## src/design/mpsh_pkg.sv

```systemverilog
// ----------------------------------------------------------------------------
// mpsh_pkg - shared types and constants of the multichannel regulator
// Item formats, the classified work entry passed from front to back,
// register indexes and the fixed limits of the control law.
// ----------------------------------------------------------------------------
package mpsh_pkg;

  // input item as seen on the port
  typedef struct packed {
    logic        command;
    logic [1:0]  channel;
    logic [15:0] value;
  } in_item_t;

  // result item as seen on the port
  typedef struct packed {
    logic [1:0]  out_channel;
    logic [15:0] drive;
    logic [6:0]  stop_countdown;
  } out_item_t;

  // input command codes
  localparam logic CMD_SET_TARGET = 1'b0;
  localparam logic CMD_MEASURE    = 1'b1;

  // classified operation carried through the queue
  typedef enum logic {
    OP_SET_TARGET = 1'b0,
    OP_MEASURE    = 1'b1
  } op_t;

  typedef struct packed {
    op_t         op;
    logic [1:0]  channel;
    logic [15:0] value;
  } work_t;

  // configuration register indexes
  typedef enum logic [1:0] {
    REG_GAIN_PROP  = 2'd0,
    REG_GAIN_INTEG = 2'd1,
    REG_GAIN_DERIV = 2'd2
  } reg_index_t;

  // control law limits
  localparam logic signed [15:0] INTEG_LIMIT = 16'sd1000;
  localparam logic signed [15:0] SMALL_ERROR = 16'sd3;
  localparam logic [6:0]         HOLD_RELOAD = 7'd100;

  // depth of the queue between front and back
  localparam int QUEUE_DEPTH = 2;

endpackage

```

## src/design/multichannel_pid_stop_hold.sv

```systemverilog
// ----------------------------------------------------------------------------
// multichannel_pid_stop_hold - multichannel PID regulator with stop-hold
// Per-channel PID with clamped integral and a stop-hold countdown, built as
// an input stage, a short queue and a pipelined datapath.
// ----------------------------------------------------------------------------
// One item is taken per clock cycle, set-target and measure items alike,
// unless out_ready stalls. A measure item passes the input register, queue,
// stage 1 register (channel state update), stage 2 register (gain products)
// and output register. The rate is set by the channel state update, a
// read-modify-write of the addressed channel, so items on the same channel
// may follow each other back to back. Set-target items and items for a channel
// at or above CHANNELS give no result. Gains are to be written through the
// configuration port while no item is in flight; the block does not enforce it.
module multichannel_pid_stop_hold
  import mpsh_pkg::*;
#(
  parameter int CHANNELS = 4
) (
  input  logic        clk,
  input  logic        rst,
  input  logic        cfg_write,
  input  logic [1:0]  cfg_index,
  input  logic [15:0] cfg_data,
  input  logic        in_valid,
  output logic        in_ready,
  input  in_item_t    in_item,
  output logic        out_valid,
  input  logic        out_ready,
  output out_item_t   out_item
);

  logic  push_valid;
  logic  push_ready;
  work_t push_work;
  logic  pop_valid;
  logic  pop_ready;
  work_t pop_work;

  // accept and classify
  mpsh_front #(
    .CHANNELS (CHANNELS)
  ) u_front (
    .clk        (clk),
    .rst        (rst),
    .in_valid   (in_valid),
    .in_ready   (in_ready),
    .in_item    (in_item),
    .push_valid (push_valid),
    .push_ready (push_ready),
    .push_work  (push_work)
  );

  // decoupling queue
  mpsh_queue u_queue (
    .clk        (clk),
    .rst        (rst),
    .push_valid (push_valid),
    .push_ready (push_ready),
    .push_work  (push_work),
    .pop_valid  (pop_valid),
    .pop_ready  (pop_ready),
    .pop_work   (pop_work)
  );

  // regulator datapath
  mpsh_back #(
    .CHANNELS (CHANNELS)
  ) u_back (
    .clk       (clk),
    .rst       (rst),
    .cfg_write (cfg_write),
    .cfg_index (cfg_index),
    .cfg_data  (cfg_data),
    .pop_valid (pop_valid),
    .pop_ready (pop_ready),
    .pop_work  (pop_work),
    .out_valid (out_valid),
    .out_ready (out_ready),
    .out_item  (out_item)
  );

endmodule

```

## src/design/mpsh_front.sv

```systemverilog
// ----------------------------------------------------------------------------
// mpsh_front - input stage
// Registers each accepted item, decodes its command and drops items that
// address a channel that does not exist, then hands the work to the queue.
// ----------------------------------------------------------------------------
module mpsh_front
  import mpsh_pkg::*;
#(
  parameter int CHANNELS = 4
) (
  input  logic     clk,
  input  logic     rst,
  input  logic     in_valid,
  output logic     in_ready,
  input  in_item_t in_item,
  output logic     push_valid,
  input  logic     push_ready,
  output work_t    push_work
);

  logic  held;
  work_t work;
  logic  in_range;
  logic  take;

  // channel range check and command decode
  assign in_range = int'(in_item.channel) < CHANNELS;
  assign in_ready = !held || push_ready;
  assign take     = in_valid && in_ready;

  // input register, empties into the queue
  always_ff @(posedge clk) begin
    if (rst) begin
      held <= 1'b0;
    end else if (take) begin
      held <= in_range;
    end else if (push_ready) begin
      held <= 1'b0;
    end
    if (take) begin
      work.op      <= (in_item.command == CMD_MEASURE) ? OP_MEASURE : OP_SET_TARGET;
      work.channel <= in_item.channel;
      work.value   <= in_item.value;
    end
  end

  assign push_valid = held;
  assign push_work  = work;

endmodule

```

## src/design/mpsh_queue.sv

```systemverilog
// ----------------------------------------------------------------------------
// mpsh_queue - short work queue
// Two-entry first-in first-out buffer that lets the front and the back
// stall independently while sustaining one item per cycle.
// ----------------------------------------------------------------------------
module mpsh_queue
  import mpsh_pkg::*;
(
  input  logic  clk,
  input  logic  rst,
  input  logic  push_valid,
  output logic  push_ready,
  input  work_t push_work,
  output logic  pop_valid,
  input  logic  pop_ready,
  output work_t pop_work
);

  localparam int PTR_W = $clog2(QUEUE_DEPTH);
  localparam int CNT_W = $clog2(QUEUE_DEPTH + 1);

  work_t             entries [QUEUE_DEPTH];
  logic [PTR_W-1:0]  wr_ptr;
  logic [PTR_W-1:0]  rd_ptr;
  logic [CNT_W-1:0]  count;
  logic              push;
  logic              pop;

  assign push_ready = count != CNT_W'(QUEUE_DEPTH);
  assign pop_valid  = count != '0;
  assign push       = push_valid && push_ready;
  assign pop        = pop_valid && pop_ready;
  assign pop_work   = entries[rd_ptr];

  // pointers and fill count
  always_ff @(posedge clk) begin
    if (rst) begin
      wr_ptr <= '0;
      rd_ptr <= '0;
      count  <= '0;
    end else begin
      if (push) begin
        wr_ptr <= (wr_ptr == PTR_W'(QUEUE_DEPTH - 1)) ? '0 : PTR_W'(wr_ptr + 1'b1);
      end
      if (pop) begin
        rd_ptr <= (rd_ptr == PTR_W'(QUEUE_DEPTH - 1)) ? '0 : PTR_W'(rd_ptr + 1'b1);
      end
      if (push && !pop) begin
        count <= CNT_W'(count + 1'b1);
      end else if (pop && !push) begin
        count <= CNT_W'(count - 1'b1);
      end
    end
  end

  // entry storage
  always_ff @(posedge clk) begin
    if (push) begin
      entries[wr_ptr] <= push_work;
    end
  end

endmodule

```

## src/design/mpsh_back.sv

```systemverilog
// ----------------------------------------------------------------------------
// mpsh_back - regulator datapath
// Holds the gains and the per-channel state, updates a channel as its item
// enters the stage 1 register, forms the three gain products into the stage 2
// register and the drive sum in the output register.
// ----------------------------------------------------------------------------
module mpsh_back
  import mpsh_pkg::*;
#(
  parameter int CHANNELS = 4
) (
  input  logic        clk,
  input  logic        rst,
  input  logic        cfg_write,
  input  logic [1:0]  cfg_index,
  input  logic [15:0] cfg_data,
  input  logic        pop_valid,
  output logic        pop_ready,
  input  work_t       pop_work,
  output logic        out_valid,
  input  logic        out_ready,
  output out_item_t   out_item
);

  // gains
  logic [15:0] gain_prop;
  logic [15:0] gain_integ;
  logic [15:0] gain_deriv;

  // per-channel state
  logic [15:0] target       [CHANNELS];
  logic [15:0] prev_error   [CHANNELS];
  logic [15:0] integral_sum [CHANNELS];
  logic [6:0]  hold_count   [CHANNELS];

  // channel state read
  logic [15:0] cur_target;
  logic [15:0] cur_prev;
  logic [15:0] cur_integ;
  logic [6:0]  cur_hold;

  // update stage results
  logic [15:0] err;
  logic [15:0] integ_raw;
  logic [15:0] integ;
  logic [15:0] deriv;
  logic        small_err;
  logic [6:0]  hold_next;
  logic        kill;
  logic [15:0] prev_store;
  logic [15:0] integ_store;

  // pipeline control
  logic        pop;
  logic        out_load;
  logic        s2_adv;
  logic        s1_adv;

  // stage 1: operands
  logic        s1_valid;
  logic [1:0]  s1_channel;
  logic [15:0] s1_err;
  logic [15:0] s1_integ;
  logic [15:0] s1_deriv;
  logic        s1_kill;
  logic [6:0]  s1_hold;

  // stage 2: products
  logic        s2_valid;
  logic [1:0]  s2_channel;
  logic [15:0] s2_prod_p;
  logic [15:0] s2_prod_i;
  logic [15:0] s2_prod_d;
  logic        s2_kill;
  logic [6:0]  s2_hold;

  logic [31:0] full_p;
  logic [31:0] full_i;
  logic [31:0] full_d;
  logic [15:0] drive_sum;

  // configuration writes
  always_ff @(posedge clk) begin
    if (rst) begin
      gain_prop  <= '0;
      gain_integ <= '0;
      gain_deriv <= '0;
    end else if (cfg_write) begin
      unique case (cfg_index)
        REG_GAIN_PROP:  gain_prop  <= cfg_data;
        REG_GAIN_INTEG: gain_integ <= cfg_data;
        REG_GAIN_DERIV: gain_deriv <= cfg_data;
        default: ;
      endcase
    end
  end

  // stall chain from the output register back to the queue
  assign out_load  = !out_valid || out_ready;
  assign s2_adv    = !s2_valid || out_load;
  assign s1_adv    = !s1_valid || s2_adv;
  assign pop_ready = s1_adv;
  assign pop       = pop_valid && s1_adv;

  // select the addressed channel's state
  always_comb begin
    cur_target = '0;
    cur_prev   = '0;
    cur_integ  = '0;
    cur_hold   = '0;
    for (int k = 0; k < CHANNELS; k++) begin
      if (int'(pop_work.channel) == k) begin
        cur_target = target[k];
        cur_prev   = prev_error[k];
        cur_integ  = integral_sum[k];
        cur_hold   = hold_count[k];
      end
    end
  end

  // error, integral with reset and clamp, derivative, stop-hold
  always_comb begin
    err       = cur_target - pop_work.value;
    integ_raw = cur_integ + err;
    small_err = ($signed(err) > -SMALL_ERROR) && ($signed(err) < SMALL_ERROR)
                && (pop_work.value == '0);
    integ     = small_err ? '0 : integ_raw;
    if ($signed(integ) > INTEG_LIMIT) begin
      integ = INTEG_LIMIT;
    end else if ($signed(integ) < -INTEG_LIMIT) begin
      integ = -INTEG_LIMIT;
    end
    deriv       = err - cur_prev;
    kill        = 1'b0;
    hold_next   = cur_hold;
    prev_store  = err;
    integ_store = integ;
    if (cur_target != '0) begin
      hold_next = HOLD_RELOAD;
    end else if (cur_hold != '0) begin
      hold_next   = 7'(cur_hold - 7'd1);
      kill        = 1'b1;
      prev_store  = '0;
      integ_store = '0;
    end
  end

  // channel state update
  always_ff @(posedge clk) begin
    if (rst) begin
      for (int k = 0; k < CHANNELS; k++) begin
        target[k]       <= '0;
        prev_error[k]   <= '0;
        integral_sum[k] <= '0;
        hold_count[k]   <= '0;
      end
    end else if (pop) begin
      for (int k = 0; k < CHANNELS; k++) begin
        if (int'(pop_work.channel) == k) begin
          if (pop_work.op == OP_SET_TARGET) begin
            target[k] <= pop_work.value;
          end else begin
            prev_error[k]   <= prev_store;
            integral_sum[k] <= integ_store;
            hold_count[k]   <= hold_next;
          end
        end
      end
    end
  end

  // stage 1 register
  always_ff @(posedge clk) begin
    if (rst) begin
      s1_valid <= 1'b0;
    end else if (s1_adv) begin
      s1_valid <= pop && (pop_work.op == OP_MEASURE);
    end
    if (s1_adv) begin
      s1_channel <= pop_work.channel;
      s1_err     <= err;
      s1_integ   <= integ;
      s1_deriv   <= deriv;
      s1_kill    <= kill;
      s1_hold    <= hold_next;
    end
  end

  // gain products, low 16 bits kept
  assign full_p = gain_prop * s1_err;
  assign full_i = gain_integ * s1_integ;
  assign full_d = gain_deriv * s1_deriv;

  // stage 2 register
  always_ff @(posedge clk) begin
    if (rst) begin
      s2_valid <= 1'b0;
    end else if (s2_adv) begin
      s2_valid <= s1_valid;
    end
    if (s2_adv) begin
      s2_channel <= s1_channel;
      s2_prod_p  <= full_p[15:0];
      s2_prod_i  <= full_i[15:0];
      s2_prod_d  <= full_d[15:0];
      s2_kill    <= s1_kill;
      s2_hold    <= s1_hold;
    end
  end

  // drive sum, forced to zero while stop-hold runs
  assign drive_sum = s2_prod_p + s2_prod_i + s2_prod_d;

  // output register
  always_ff @(posedge clk) begin
    if (rst) begin
      out_valid <= 1'b0;
    end else if (out_load) begin
      out_valid <= s2_valid;
    end
    if (out_load) begin
      out_item.out_channel    <= s2_channel;
      out_item.drive          <= s2_kill ? '0 : drive_sum;
      out_item.stop_countdown <= s2_hold;
    end
  end

  // a measure on a channel with a nonzero target reloads the countdown
  a_reload : assert property (@(posedge clk) disable iff (rst)
    pop && (pop_work.op == OP_MEASURE) && (cur_target != '0)
    |=> s1_valid && (s1_hold == HOLD_RELOAD))
    else $error("stop countdown not reloaded");

  // the integral passed on is always inside its clamp
  a_clamp : assert property (@(posedge clk) disable iff (rst)
    s1_valid |-> ($signed(s1_integ) <= INTEG_LIMIT) && ($signed(s1_integ) >= -INTEG_LIMIT))
    else $error("integral outside clamp");

  // a stop-hold step gives zero drive
  a_kill : assert property (@(posedge clk) disable iff (rst)
    s2_valid && s2_kill && out_load |=> out_valid && (out_item.drive == '0))
    else $error("drive not zero during stop-hold");

  // a set-target item gives no result
  a_set_silent : assert property (@(posedge clk) disable iff (rst)
    pop && (pop_work.op == OP_SET_TARGET) |=> !s1_valid)
    else $error("set-target item produced work");

endmodule
```

## config.mk

```make
export PLATFORM = sky130hd
export DESIGN_NAME = multichannel_pid_stop_hold
export DESIGN_NICKNAME = d
export VERILOG_FILES = /design/src/design/mpsh_pkg.sv /design/src/design/multichannel_pid_stop_hold.sv /design/src/design/mpsh_front.sv /design/src/design/mpsh_queue.sv /design/src/design/mpsh_back.sv
export SDC_FILE = /design/constraint.sdc
export NUM_CORES = 2
export LEC_CHECK = 0
export ABC_AREA = 1
export ABC_CLOCK_PERIOD_IN_PS = 17700
export BUFFER_PORTS_ARGS = -buffer_cell sky130_fd_sc_hd__buf_2
export CAP_MARGIN = 20
export CORE_ASPECT_RATIO = 0.8
export CORE_UTILIZATION = 50
export DETAILED_ROUTE_END_ITERATION = 12
export GPL_ROUTABILITY_DRIVEN = 0
export PLACE_DENSITY = 0.66
export SLEW_MARGIN = 20
export SYNTH_ARGS = -nofsm -noshare
export SYNTH_HDL_FRONTEND = slang
export SYNTH_SLANG_ARGS = --single-unit
```

## constraint.sdc

```tcl
create_clock -name clk -period 17.7 [get_ports clk]
set_input_delay 0.885 -clock clk [delete_from_list [all_inputs] [get_ports clk]]
set_output_delay 0.885 -clock clk [all_outputs]
set_load 0.05 [all_outputs]
```

==> metrics.txt <==
Synth Instances 3639; Commonest cells post-synth 782 x nand2_1, 708 x inv_1, 418 x edfxtp_1, 370 x nor2_1, 259 x fa_1; outcome finished clean; Residual DRC 0; Hold Violations, Final 0; core area 66110 um2; nets 4158; Area contributors post-synth edfxtp_1 37%, fa_1 15%, nand2_1 8.7%, inv_1 7.9%, ha_1 7.4%; buffer count from post-CTS setup fixing 0; Routed Antenna Nets 0; DR vias/cell between 5 and 6; critical path data required time between 15000 and 20000 ps; WS Path Type flip-flop to flip-flop; Routed WL slightly above 80 mm; Final Power 7.117 mW; Critical Path AT between 8000 and 9000 ps; Post-synth EDFFs between 400 and 500; Core Util, Final 0.5512; worst slew pin tran ~1000 ps; grt total ovfl 0; Final Critical Period around 8000 ps; Register Area 13690 um2; DR vias 23980; Reg clk slew, reported paths 60 ps; vias in the first global route 23190; Hold Crit Class flip-flop to flip-flop; Filler Cell Count 5754; Max Buffers Root-to-Sink 3; CP max stage cell buf_4; wire per inst roughly 18 um; RSZ-0062 raised after global routing false; CTS sink cnt 475; fin. max-slew vios 0; die area 68390 um2; Crit. End Element flip-flop; FP Rows 84; first-pass GRT wire length 130.9 mm; Mean Syn Cell Area around 9.3 um2; yosys warns 0; layout cells sized above 1 0.07549; clock skew 21.25 ps; diodes inserted 0; Seq/Total Area, Yosys 0.4067; Synth Register Bits 475; clk root buf clkbuf_16; min-delay src u_back.s1_hold[2]; DR pass1 iterations 6; Final WS setup 9676 ps; Net Count, Synth 4140; Startpoint Class flip-flop; CTS tree built; IO Pins 69; most used cell, CP nand2_1; setup tns final 0 ps; Worst R2R Setup Slack 9680 ps; H-tree depth 2; Synth-to-Final Area Change 8.212%; CTS buffer count 50; die width 292.1 um; DR iter-0 viols approximately 2400; Synth top area share 0.3728; worst skew pair latency 600 ps; Max-Cap Viols 0; count leader, synth nand2_1; dpl cell area 34850 um2; final hold slack approximately 420 ps; final worst-path cycle share 0.4533; Pwr Density 195.3 nW/um2; reg2reg end u_back.integral_sum[3][9]; Setup Viol. Count Final 0; Slew HR 0.3097; Synth area leader edfxtp_1; multi-input combinational cell area 16810 um2; CTS Hold Bufs 0; Async S/R FF share, synth 0; Initial Util 0.5093; pre-CTS WS 9789 ps; Non-Filler Instances 4556; largest stage delay on the critical path 550 ps; IO buf count 68; hold path depth 0; CTS resizes 0; DIE HEIGHT 234.1 um; CP Max Fanout 45; Final HPWL DP 60.21 mm; Worst Hold End u_back.s2_hold[2]; Peak VDD IR 0.2723 mV; post-route cell area between 30000 and 40000 um2; initial antenna violation count 6; dpl cells about 4500; largest net degree at the start of global routing 69; Synth Flop Type edfxtp_1; unique cell type count in the Yosys netlist 57; Lkg Pwr 17.70 nW; Reg2Reg Depth 37; Highest Clock Rate roughly 120 MHz; total track usage 0.2491; Syn Std Cell Area 33670 um2
## placed cells by master (no fill, tap or decap), drive strengths merged
cell type	count
nand2	818
inv	719
edfxtp	418
nor2	384
fa	259
ha	200
o21ai	130
a21oi	129
nand3	101
buf	99
xor2	95
clkbuf	66
xnor2	57
dfxtp	57
nand4	32
clkinv	22
mux2i	15
o22ai	13
nor3	12
o21bai	11
or2	9
a22o	8
a21o	6
nor4	6
nand3b	4
a221oi	3
a31oi	3
a21boi	3
and3	2
o21a	2
o2111a	2
o31ai	2
bufinv	2
and2	2
o221ai	1
a211oi	1
or3b	1
o221a	1
xnor3	1
## critical path, delay by kind of cell (launching register included)
kind | cells | cell delay [ps]
flip-flops | 1 | 310
XOR/XNOR | 1 | 210
AND/OR/NAND/NOR | 21 | 2990
adder cells (fa/ha/maj) | 3 | 1180
buffers and inverters | 5 | 1740
AO/OA/AOI/OAI | 7 | 1260
## per-layer routing
| layer | track usage | vias to the layer above | share of wire |
|---|---|---|---|
| met1 | 0.3818 | 11570 | 0.47 |
| met3 | 0.03336 | 126 | 0.082 |
| li1 | - | 11380 | - |
| met4 | 0.06135 | 2 | 0.023 |
| met2 | 0.3725 | 905 | 0.42 |
| met5 | 0 | - | 0.00016 |
## how the worst max path moves through the flow
stage,from,to,slack [ps],depth (start not counted)
floorplan,out_ready,u_back.hold_count[0][0],9490,10
global placement,flip-flop,u_back.integral_sum[2][9],9990,38
detailed placement,flip-flop,u_back.integral_sum[3][9],9790,39
CTS,flip-flop,u_back.integral_sum[3][6],9770,39
global route,flip-flop,u_back.integral_sum[3][6],8910,38
finish,flip-flop,u_back.integral_sum[3][9],9680,37
## power by group
part           switching (mW)  internal, mW
clock                   0.446         0.581
sequential              0.243          1.63
combinational            2.90          1.32
total                    3.59          3.53
## flip-flops by register name, indices dropped and copies added, names as in the netlist, 16 cells and up, named ones only
name / cells
u_back.gain_integ: 16
u_back.out_item: 25
u_back.integral_sum: 64
u_back.s2_prod_d: 16
u_back.s1_deriv: 16
u_back.prev_error: 64
u_back.gain_prop: 16
u_back.s1_integ: 16
u_back.target: 64
u_back.s2_prod_i: 16
u_front.push_work: 19
u_queue.entries: 38
u_back.hold_count: 28
u_back.s2_prod_p: 16
u_back.s1_err: 16
u_back.gain_deriv: 16
## area by class of cell
class,instances,share of cell area
multi-input cells,2313,0.4614
well taps,860,0.02953
clock inverters,25,0.005631
repair buffers,99,0.01573
flip-flops and latches,475,0.3758
clock buffers,66,0.03798
inverters,718,0.07396
## kinds of logic (layout without fill, tap and decap cells)
| group | after synthesis | in the layout | synth area share |
|---|---|---|---|
| compound gates | 315 | 315 | 0.05128 |
| xor+xnor | 153 | 153 | 0.04065 |
| simple gates | 1371 | 1371 | 0.1724 |
| flops | 475 | 475 | 0.4067 |
| buf+inv | 851 | 908 | 0.09624 |
| fa+ha+maj | 459 | 459 | 0.2283 |
| mux | 15 | 15 | 0.004459 |
Note: power is estimated with default switching activity, not from simulation.
